--- config.mk ---
export PLATFORM = sky130hd
export DESIGN_NAME = hsl_to_rgb_converter
export DESIGN_NICKNAME = d
export VERILOG_FILES = /design/src/design/h2r_pkg.sv /design/src/design/h2r_prep.sv /design/src/design/h2r_blend.sv /design/src/design/h2r_scale.sv /design/src/design/hsl_to_rgb_converter.sv
export VERILOG_INCLUDE_DIRS = /design/src /design/src/design
export SDC_FILE = /design/constraint.sdc
export NUM_CORES = 2
export LEC_CHECK = 0
export ABC_CLOCK_PERIOD_IN_PS = 6250
export BUFFER_PORTS_ARGS = -buffer_cell sky130_fd_sc_hd__buf_4
export CAP_MARGIN = 20
export CORE_UTILIZATION = 61
export CTS_BUF_LIST = sky130_fd_sc_hd__clkbuf_4
export DETAILED_ROUTE_END_ITERATION = 6
export GPL_TIMING_DRIVEN = 0
export PLACE_DENSITY = 0.92
export REMOVE_ABC_BUFFERS = 1
export SYNTH_ARGS = -nofsm -noshare
export SYNTH_HDL_FRONTEND = slang
export SYNTH_HIERARCHICAL = 1
export SYNTH_SLANG_ARGS = --single-unit
export TNS_END_PERCENT = 5
--- constraint.sdc ---
create_clock -name clock -period 6.25 [get_ports clock]
set_input_delay 0.3125 -clock clock [delete_from_list [all_inputs] [get_ports clock]]
set_output_delay 0.3125 -clock clock [all_outputs]
set_load 0.005 [all_outputs]
--- src/design/hsl_to_rgb_converter_assert.svh ---
// Assertion macros shared by the HSL to RGB converter modules.
// Every macro samples on the rising edge of clock and is disabled while reset is high.
`ifndef HSL_TO_RGB_CONVERTER_ASSERT_SVH
`define HSL_TO_RGB_CONVERTER_ASSERT_SVH

// same-cycle implication
`define H2R_ASSERT_IMPLIES(label, ante, cons, msg) \
   label: assert property (@(posedge clock) disable iff (reset) (ante) |-> (cons)) \
      else $error(msg);

// next-cycle implication
`define H2R_ASSERT_NEXT(label, ante, cons, msg) \
   label: assert property (@(posedge clock) disable iff (reset) (ante) |=> (cons)) \
      else $error(msg);

`endif

--- src/design/h2r_pkg.sv ---
// Shared types and fixed field widths of the HSL to RGB converter.
// Used by h2r_prep, h2r_scale and the top module; depends on nothing.
package h2r_pkg;

   localparam int HUE_W   = 12;
   localparam int UNIT_W  = 13;
   localparam int CHAN_W  = 8;
   localparam int NUM_CH  = 3;

   // channel slots in the per-channel arrays
   localparam int CH_RED   = 0;
   localparam int CH_GREEN = 1;
   localparam int CH_BLUE  = 2;

   typedef struct packed {
      logic [HUE_W-1:0]  hue;
      logic [UNIT_W-1:0] saturation;
      logic [UNIT_W-1:0] lightness;
      logic [CHAN_W-1:0] alpha_in;
   } in_type;

   typedef struct packed {
      logic [CHAN_W-1:0] red;
      logic [CHAN_W-1:0] green;
      logic [CHAN_W-1:0] blue;
      logic [CHAN_W-1:0] alpha_out;
   } out_type;

endpackage

--- src/design/h2r_prep.sv ---
// Front end of the converter: input clamping, hue thirds, chroma product and
// per-channel segment weights, two register stages. Uses h2r_pkg types.
`include "hsl_to_rgb_converter_assert.svh"

module h2r_prep #(
   parameter int FRAC_BITS = 12
) (
   input  logic                   clock,
   input  logic                   reset,
   input  logic                   in_valid,
   input  h2r_pkg::in_type        in_data,
   output logic                   out_valid,
   output logic [h2r_pkg::CHAN_W-1:0] out_alpha,
   output logic [FRAC_BITS:0]     out_l,
   output logic [2*FRAC_BITS-1:0] out_sm,
   output logic signed [FRAC_BITS+1:0] out_k [h2r_pkg::NUM_CH]
);

   localparam int F   = FRAC_BITS;
   localparam int HW  = (F > h2r_pkg::HUE_W) ? F : h2r_pkg::HUE_W;
   localparam int CW  = (F + 1 > h2r_pkg::UNIT_W) ? F + 1 : h2r_pkg::UNIT_W;
   localparam int TW  = F + 3;
   localparam int KW  = F + 5;

   localparam logic [F:0]    ONE      = {1'b1, {F{1'b0}}};
   localparam logic [F:0]    HALF     = ONE >> 1;
   localparam logic [CW-1:0] ONE_C    = CW'(ONE);
   localparam logic [TW-1:0] ONE_T    = TW'(1) << F;
   localparam logic [TW-1:0] TURN3    = TW'(3) << F;
   localparam logic [F+1:0]  SEG_RISE = (F+2)'(1) << (F - 1);
   localparam logic [F+1:0]  SEG_FLAT = (F+2)'(3) << (F - 1);
   localparam logic [F+1:0]  SEG_FALL = (F+2)'(2) << F;
   localparam logic signed [KW-1:0] ONE_K   = KW'(1) << F;
   localparam logic signed [KW-1:0] SEVEN_K = KW'(7) << F;
   localparam logic [2*F-1:0] SM_MAX = (2*F)'(1) << (2*F - 1);
   localparam logic signed [F+1:0] K_LIM = (F+2)'(1) << F;

   // stage 1 signals
   logic [HW-1:0] hue_wide;
   logic [F-1:0]  h;
   logic [CW-1:0] sat_wide;
   logic [CW-1:0] lit_wide;
   logic [F:0]    s_c;
   logic [F:0]    l_c;
   logic [F:0]    m_diff;
   logic [TW-1:0] t3;
   logic [TW-1:0] tr_sum;
   logic [TW-1:0] tb_sum;
   logic [TW-1:0] tr_wrap;
   logic [TW-1:0] tb_wrap;

   logic          valid1_ff;
   logic [h2r_pkg::CHAN_W-1:0] alpha1_ff;
   logic [F:0]    s1_ff;
   logic [F:0]    l1_ff;
   logic [F-1:0]  m1_ff;
   logic [F-1:0]  m1_in;
   logic [F+1:0]  t1_ff [h2r_pkg::NUM_CH];

   // stage 2 signals
   logic [2*F:0]  sm_full;
   logic signed [KW-1:0]  k_calc [h2r_pkg::NUM_CH];
   logic signed [F+1:0]   k_in   [h2r_pkg::NUM_CH];

   logic          valid2_ff;
   logic [h2r_pkg::CHAN_W-1:0] alpha2_ff;
   logic [F:0]    l2_ff;
   logic [2*F-1:0] sm2_ff;
   logic signed [F+1:0] k2_ff [h2r_pkg::NUM_CH];
   logic          k2_ok;

   // clamp saturation and lightness to one, keep the low hue bits
   always_comb begin
      hue_wide = HW'(in_data.hue);
      h        = hue_wide[F-1:0];
      sat_wide = CW'(in_data.saturation);
      lit_wide = CW'(in_data.lightness);
      s_c      = (sat_wide > ONE_C) ? ONE : sat_wide[F:0];
      l_c      = (lit_wide > ONE_C) ? ONE : lit_wide[F:0];
   end

   // distance of lightness from the nearer end, never above one half
   always_comb begin
      m_diff = ONE - l_c;
      m1_in  = (l_c < HALF) ? l_c[F-1:0] : m_diff[F-1:0];
   end

   // tripled hue and its shifts by a third of a turn, wrapped
   always_comb begin
      t3      = TW'(h) + (TW'(h) << 1);
      tr_sum  = t3 + ONE_T;
      tb_sum  = t3 + (ONE_T << 1);
      tr_wrap = (tr_sum >= TURN3) ? tr_sum - TURN3 : tr_sum;
      tb_wrap = (tb_sum >= TURN3) ? tb_sum - TURN3 : tb_sum;
   end

   // stage 1 registers
   always_ff @(posedge clock) begin
      if (reset) begin
         valid1_ff <= 1'b0;
      end else begin
         valid1_ff <= in_valid;
      end
   end

   always_ff @(posedge clock) begin
      alpha1_ff                    <= in_data.alpha_in;
      s1_ff                        <= s_c;
      l1_ff                        <= l_c;
      m1_ff                        <= m1_in;
      t1_ff[h2r_pkg::CH_RED]       <= tr_wrap[F+1:0];
      t1_ff[h2r_pkg::CH_GREEN]     <= t3[F+1:0];
      t1_ff[h2r_pkg::CH_BLUE]      <= tb_wrap[F+1:0];
   end

   // chroma half-width s*m, scale one squared
   assign sm_full = (2*F+1)'(s1_ff) * (2*F+1)'(m1_ff);

   // segment weight per channel: -one at p, +one at q, linear in between
   always_comb begin
      for (int i = 0; i < h2r_pkg::NUM_CH; i++) begin
         if (t1_ff[i] < SEG_RISE) begin
            k_calc[i] = ($signed({3'b000, t1_ff[i]}) <<< 2) - ONE_K;
         end else if (t1_ff[i] < SEG_FLAT) begin
            k_calc[i] = ONE_K;
         end else if (t1_ff[i] < SEG_FALL) begin
            k_calc[i] = SEVEN_K - ($signed({3'b000, t1_ff[i]}) <<< 2);
         end else begin
            k_calc[i] = -ONE_K;
         end
         k_in[i] = k_calc[i][F+1:0];
      end
   end

   // stage 2 registers
   always_ff @(posedge clock) begin
      if (reset) begin
         valid2_ff <= 1'b0;
      end else begin
         valid2_ff <= valid1_ff;
      end
   end

   always_ff @(posedge clock) begin
      alpha2_ff <= alpha1_ff;
      l2_ff     <= l1_ff;
      sm2_ff    <= sm_full[2*F-1:0];
      for (int i = 0; i < h2r_pkg::NUM_CH; i++) begin
         k2_ff[i] <= k_in[i];
      end
   end

   assign out_valid = valid2_ff;
   assign out_alpha = alpha2_ff;
   assign out_l     = l2_ff;
   assign out_sm    = sm2_ff;
   always_comb begin
      for (int i = 0; i < h2r_pkg::NUM_CH; i++) begin
         out_k[i] = k2_ff[i];
      end
   end

   // every stored weight within plus or minus one
   always_comb begin
      k2_ok = 1'b1;
      for (int i = 0; i < h2r_pkg::NUM_CH; i++) begin
         if ((k2_ff[i] > K_LIM) || (k2_ff[i] < -K_LIM)) begin
            k2_ok = 1'b0;
         end
      end
   end

   // checks
   `H2R_ASSERT_NEXT(a_valid_moves, valid1_ff, valid2_ff, "stage valid lost in front end")
   `H2R_ASSERT_IMPLIES(a_k_range, valid2_ff, k2_ok, "segment weight out of range")
   `H2R_ASSERT_IMPLIES(a_sm_range, valid2_ff, (sm2_ff <= SM_MAX), "chroma product above one half")

endmodule

--- src/design/h2r_blend.sv ---
// One channel's blend of lightness and weighted chroma: v = l*one^2 + s*m*k,
// two register stages (multiply, then add). No package dependency.
module h2r_blend #(
   parameter int FRAC_BITS = 12
) (
   input  logic                        clock,
   input  logic [2*FRAC_BITS-1:0]      sm,
   input  logic signed [FRAC_BITS+1:0] k,
   input  logic [FRAC_BITS:0]          l,
   output logic [3*FRAC_BITS:0]        v
);

   localparam int F = FRAC_BITS;

   logic signed [3*F+2:0] prod_full;
   logic signed [3*F:0]   prod_ff;
   logic [F:0]            l_ff;
   logic signed [3*F+1:0] sum;
   logic [3*F:0]          v_ff;

   // signed chroma term at scale one cubed, magnitude at most one half
   assign prod_full = $signed({1'b0, sm}) * k;

   always_ff @(posedge clock) begin
      prod_ff <= prod_full[3*F:0];
      l_ff    <= l;
   end

   // add lightness at scale one cubed; result never negative
   assign sum = $signed({1'b0, l_ff, {(2*F){1'b0}}}) + prod_ff;

   always_ff @(posedge clock) begin
      v_ff <= sum[3*F:0];
   end

   assign v = v_ff;

endmodule

--- src/design/h2r_scale.sv ---
// One channel's output scaling: times the channel maximum, round half up,
// saturate and fit the 8-bit field; two register stages. Uses h2r_pkg widths.
module h2r_scale #(
   parameter int FRAC_BITS    = 12,
   parameter int CHANNEL_BITS = 8
) (
   input  logic                         clock,
   input  logic [3*FRAC_BITS:0]         v,
   output logic [h2r_pkg::CHAN_W-1:0]   chan
);

   localparam int F  = FRAC_BITS;
   localparam int CB = CHANNEL_BITS;
   localparam int XW = 3*F + CB + 1;
   localparam int OW = (CB > h2r_pkg::CHAN_W) ? CB : h2r_pkg::CHAN_W;
   localparam logic [XW-1:0] ROUND_HALF = XW'(1) << (3*F - 1);
   localparam logic [CB:0]   CH_MAX     = {1'b0, {CB{1'b1}}};

   logic [XW-1:0] v_wide;
   logic [XW-1:0] x_ff;
   logic [CB:0]   c;
   logic [CB-1:0] c_sat;
   logic [OW-1:0] c_wide;
   logic [h2r_pkg::CHAN_W-1:0] chan_ff;

   // v*(2^CB - 1) + half as shift and subtract
   assign v_wide = XW'(v);

   always_ff @(posedge clock) begin
      x_ff <= (v_wide << CB) - v_wide + ROUND_HALF;
   end

   // drop the fraction, clip at the channel maximum, keep the field bits
   always_comb begin
      c      = x_ff[XW-1:3*F];
      c_sat  = (c > CH_MAX) ? CH_MAX[CB-1:0] : c[CB-1:0];
      c_wide = OW'(c_sat);
   end

   always_ff @(posedge clock) begin
      chan_ff <= c_wide[h2r_pkg::CHAN_W-1:0];
   end

   assign chan = chan_ff;

endmodule

--- src/design/hsl_to_rgb_converter.sv ---
// HSL to RGB converter, fully pipelined: one pixel may be started in every clock
// cycle and busy never rises. Each result is shown for one cycle with rsp_valid
// high, in start order; the receiver cannot hold it off, so it must take rsp_data
// in that cycle. The six stages are two of clamping, hue thirds and chroma product,
// two of the per-channel blend multiply and add, and two of the per-channel
// rounding; the two multiplier stages set the clock. Zero saturation gives gray
// at the lightness value. Uses h2r_pkg.
`include "hsl_to_rgb_converter_assert.svh"

module hsl_to_rgb_converter #(
   parameter int FRAC_BITS    = 12,
   parameter int CHANNEL_BITS = 8
) (
   input  logic             clock,
   input  logic             reset,
   input  logic             req_start,
   output logic             busy,
   input  h2r_pkg::in_type  req_data,
   output logic             rsp_valid,
   output h2r_pkg::out_type rsp_data
);

   localparam int F         = FRAC_BITS;
   localparam int TAIL      = 4;
   localparam int LATENCY   = 2 + TAIL;

   logic                        accept;
   logic                        prep_valid;
   logic [h2r_pkg::CHAN_W-1:0]  prep_alpha;
   logic [F:0]                  prep_l;
   logic [2*F-1:0]              prep_sm;
   logic signed [F+1:0]         prep_k [h2r_pkg::NUM_CH];
   logic [3*F:0]                blend_v [h2r_pkg::NUM_CH];
   logic [h2r_pkg::CHAN_W-1:0]  chan [h2r_pkg::NUM_CH];

   logic                        valid_pipe_ff [TAIL];
   logic [h2r_pkg::CHAN_W-1:0]  alpha_pipe_ff [TAIL];

   // the pipeline never stalls
   assign busy   = 1'b0;
   assign accept = req_start && !busy;

   h2r_prep #(
      .FRAC_BITS (FRAC_BITS)
   ) u_prep (
      .clock     (clock),
      .reset     (reset),
      .in_valid  (accept),
      .in_data   (req_data),
      .out_valid (prep_valid),
      .out_alpha (prep_alpha),
      .out_l     (prep_l),
      .out_sm    (prep_sm),
      .out_k     (prep_k)
   );

   // per-channel blend and scaling
   for (genvar i = 0; i < h2r_pkg::NUM_CH; i++) begin : g_chan
      h2r_blend #(
         .FRAC_BITS (FRAC_BITS)
      ) u_blend (
         .clock (clock),
         .sm    (prep_sm),
         .k     (prep_k[i]),
         .l     (prep_l),
         .v     (blend_v[i])
      );

      h2r_scale #(
         .FRAC_BITS    (FRAC_BITS),
         .CHANNEL_BITS (CHANNEL_BITS)
      ) u_scale (
         .clock (clock),
         .v     (blend_v[i]),
         .chan  (chan[i])
      );
   end

   // valid and alpha ride alongside the channel stages
   always_ff @(posedge clock) begin
      if (reset) begin
         for (int i = 0; i < TAIL; i++) begin
            valid_pipe_ff[i] <= 1'b0;
         end
      end else begin
         valid_pipe_ff[0] <= prep_valid;
         for (int i = 1; i < TAIL; i++) begin
            valid_pipe_ff[i] <= valid_pipe_ff[i-1];
         end
      end
   end

   always_ff @(posedge clock) begin
      alpha_pipe_ff[0] <= prep_alpha;
      for (int i = 1; i < TAIL; i++) begin
         alpha_pipe_ff[i] <= alpha_pipe_ff[i-1];
      end
   end

   // result transfer
   assign rsp_valid          = valid_pipe_ff[TAIL-1];
   assign rsp_data.red       = chan[h2r_pkg::CH_RED];
   assign rsp_data.green     = chan[h2r_pkg::CH_GREEN];
   assign rsp_data.blue      = chan[h2r_pkg::CH_BLUE];
   assign rsp_data.alpha_out = alpha_pipe_ff[TAIL-1];

   // checks
   `H2R_ASSERT_IMPLIES(a_rsp_latency, rsp_valid, $past(accept, LATENCY), "result without a start")
   `H2R_ASSERT_IMPLIES(a_alpha_copy, rsp_valid, (rsp_data.alpha_out == $past(req_data.alpha_in, LATENCY)), "alpha not carried with its pixel")
   `H2R_ASSERT_IMPLIES(a_gray, (rsp_valid && ($past(req_data.saturation, LATENCY) == '0)), ((rsp_data.red == rsp_data.green) && (rsp_data.green == rsp_data.blue)), "zero saturation not gray")

endmodule
==> key figures <==
Outcome
  • Status: finished with violations
  • Failing checks: design-rule violations, negative hold slack, negative setup slack

Global routing
  • Vias in the first global route: about 50,000
  • Total GRT Usage: between 30% and 40%
  • First-pass GRT wire length: ~250 mm
  • Overflow after GRT: 0
  • Initial antenna violation count: 11
  • Pin count of the biggest net entering global routing: 43

Final layout
  • Final cell count without fillers: between 7,000 and 8,000
  • Layout cells sized above 1: under 10%
  • Total Nets Final: 8,036
  • Reg area: ~0.010 mm^2
  • Multi-input logic area: 0.0429 mm^2
  • Filler Cell Count: roughly 6,300
  • Area grow syn2layout: 8.87%
  • Post-layout util: approximately two thirds

STA
  • Final Hold Vio Count: 5
  • Post-route clock skew: just over 0.2 ns
  • Setup Viol. Count Final: 12
  • F_max: 154 MHz
  • Final slew viol count: 0
  • Final worst slack: -0.230 ns
  • Slew margin rel.: between 50% and 60%
  • Worst slew pin tran: between 0.7 and 0.8 ns
  • RSZ-0062 raised after global routing: true
  • Min Tclk post-route: between 6 and 7 ns
  • Fin crit share: 104%
  • Hold slack: -0.0177 ns

Clock network
  • Clock Latency Late Sink: ~1.1 ns
  • Worst-path clk slew: ~0.080 ns
  • H-tree Lvls: 3
  • Root buf cell: clkbuf_4
  • TritonCTS clock tree: done
  • Clk sinks: about 490
  • Longest Clk Path Bufs: 3
  • CTS buffer count: 121

Yosys
  • Syn_area_per_cell: just over 9 um^2
  • Gate Count Post-Synth: 6,328
  • Synth unique cells: roughly 100
  • Register area share after synthesis: between 10% and 20%
  • Top_reg_cell synth: dfxtp_1
  • Synth Cell Area: between 0.05 and 0.06 mm^2
  • Syn. warnings: 6
  • Dominant cells by area after synthesis: fa_1, dfxtp_1, ha_1, inv_1, and2_1
  • Post-synth EDFFs: 0
  • Top-area cell type share of the netlist area: a little under a third
  • Register bit count reported by yosys: 493
  • Dominant cell type by area after synthesis: fa_1
  • Synth top cells by count: inv_1, fa_1, nand2_1, ha_1, and2_1
  • Top-count cell post-synth: inv_1
  • Ys async rst share: 0%

Hold path
  • Worst Hold Class: primary input to flop

Setup path
  • CP Class: flop to flop
  • Max FO, Critical Path: 42
  • Critical Path AT: between 7 and 8 ns
  • Worst setup EP type: flop
  • CP required: roughly 7.2 ns
  • CP Launch Type: flop

Route
  • Final wirelength: between 150 and 200 mm
  • Iter 0 DRT Violations: ~6,000
  • Vias post-DR: around 48,000
  • First drt pass iteration count: 7
  • Avg WL per Cell: 21.5 um
  • DRC: between 100 and 150
  • Routed vias/inst: 6.18
  • Post-route ant nets: 0

Floorplanning
  • Die X: ~310 um
  • Initial core utilization: a little over 60%
  • Die footprint: 0.0961 mm^2
  • FP Rows: roughly 110
  • Core ar.: ~0.094 mm^2
  • Total I/O pin count: 83
  • Die Span Y: between 300 and 400 um

Placement
  • Port Buffers: slightly above 80
  • Dpl cells: roughly 7,400
  • DP HPWL: ~110 mm
  • Routability Congestion: between 0.9 and 1
  • Dpl ws: -0.708 ns

Run
  • # Max-Cap Violations: 0
[cells in the final DEF, fill, tap and decap left out, types with 28 or more instances in the layout]
| master | Yosys | routed |
|---|---|---|
| nor2b_1 | 50 | 50 |
| dlygate4sd3_1 | 0 | 87 |
| nand3_1 | 54 | 53 |
| clkbuf_4 | 0 | 164 |
| inv_1 | 1179 | 1176 |
| fa_1 | 899 | 899 |
| ha_1 | 656 | 639 |
| and3_1 | 35 | 35 |
| a21oi_1 | 227 | 218 |
| dfxtp_1 | 493 | 433 |
| o21ai_1 | 30 | 32 |
| o21a_1 | 31 | 31 |
| a22oi_1 | 28 | 28 |
| nand2b_1 | 49 | 49 |
| and2_1 | 529 | 528 |
| nor3_1 | 44 | 39 |
| dfxtp_4 | 0 | 44 |
| o21ai_0 | 125 | 120 |
| clkinv_1 | 0 | 30 |
| nand2_1 | 732 | 730 |
| buf_4 | 9 | 99 |
| xor2_1 | 56 | 54 |
| xnor2_1 | 150 | 146 |
| a21o_1 | 86 | 86 |
| nand4_1 | 34 | 34 |
| nor2_1 | 219 | 217 |
| or2_2 | 33 | 33 |
[layout make-up]
type | count | area share, %
multi-input cells | 4416 | 68.1
flip-flops and latches | 493 | 16.0
inverters | 1179 | 7.04
repair buffers | 221 | 3.75
well taps | 1254 | 2.49
clock buffers | 164 | 1.95
clock inverters | 53 | 0.659
diodes | 11 | 0.0437
[worst paths after layout]
path / depth (start not counted) / end / startpoint / slack (ns)
max: 19 / g_chan[1].u_blend/prod_ff[30]$_DFF_P_ / u_prep/out_sm[16]$_DFF_P_ / -0.23
min: 3 / u_prep/s1_ff[7]$_SDFF_PN0_ / req_data[28] / -0.02
min reg2reg: 0 / g_chan[2].u_blend/v[7]$_DFF_P_ / g_chan[2].u_blend/prod_ff[7]$_DFF_P_ / 0.26
max reg2reg: 19 / g_chan[1].u_blend/prod_ff[30]$_DFF_P_ / u_prep/out_sm[16]$_DFF_P_ / -0.23
[through the flow]
stage	cell area (um^2)	TNS (ns)
6_report	63000	-1.12
5_1_grt	63000	-3.64
4_1_cts	62300	0
3_5_place_dp	59500	-15.74
3_3_place_gp	59000	-45.90
2_1_floorplan	56900	0
[routing by layer]
layer / vias up / GRT usage (%) / share of wire, %
met3: 1348 / 8.43 / 12
li1: 20100 / - / -
met4: 12 / 24.9 / 9.0
met2: 3602 / 54.1 / 46
met1: 23100 / 37.9 / 33
met5: - / 0 / 0.073
[state kept, by name (all words and copies together), names as in the netlist]
signal / flops
g_chan.u_blend/prod_ff: 111
g_chan.u_blend/v: 111
g_chan.u_blend/l_ff: 39
u_prep/k2_ff: 36
alpha_pipe_ff: 32
g_chan.u_scale/x_ff: 27
g_chan.u_scale/chan: 24
u_prep/out_sm: 24
u_prep/t1_ff: 17
u_prep/out_l: 13
u_prep/s1_ff: 13
u_prep/l1_ff: 12
u_prep/m1_ff: 12
u_prep/alpha1_ff: 8
u_prep/out_alpha: 8
valid_pipe_ff: 4
u_prep/out_valid: 1
u_prep/valid1_ff: 1
[worst max-delay path, stage by stage, from the launching register on]
cell and delay, ns:
dfxtp_2 0.35, buf_12 0.25, nand2_1 0.16, fa_1 0.75, inv_1 0.14, fa_1 0.52, inv_1 0.05, fa_1 0.48
fa_1 0.53, fa_1 0.56, inv_1 0.07, fa_1 0.48, ha_1 0.44, nand4_1 0.25, nor3_2 0.31, nand3_1 0.12
a21oi_1 0.21, o21ai_1 0.15, nand2_1 0.11, xor2_1 0.32
[repair_timing]
| action | 4_1_cts | 5_1_grt |
|---|---|---|
| hold buffers | 87 | 0 |
| setup buffers | 13 | 16 |
| endpoints found under the setup margin | 54 | 45 |
| cloned | 0 | 4 |
| gates resized for setup | 66 | 94 |
| endpoints found under the hold margin | 68 | 0 |
| pin swaps | 1 | 14 |
[kinds of logic (layout without fill, tap and decap cells)]
kind of cell	after synthesis	count (layout)	share of synthesized area, %
simple gates	1873	1873	16.2
fa+ha+maj	1555	1555	45.3
buf+inv	1424	1617	9.45
compound gates	773	773	8.83
flops	493	493	17.1
xor+xnor	206	206	3.12
other cells	2	18	0.0130
mux	2	2	0.0367
Power is not shown: default switching activity piles up to over one toggle a cycle in this logic, so the estimate is an artifact.
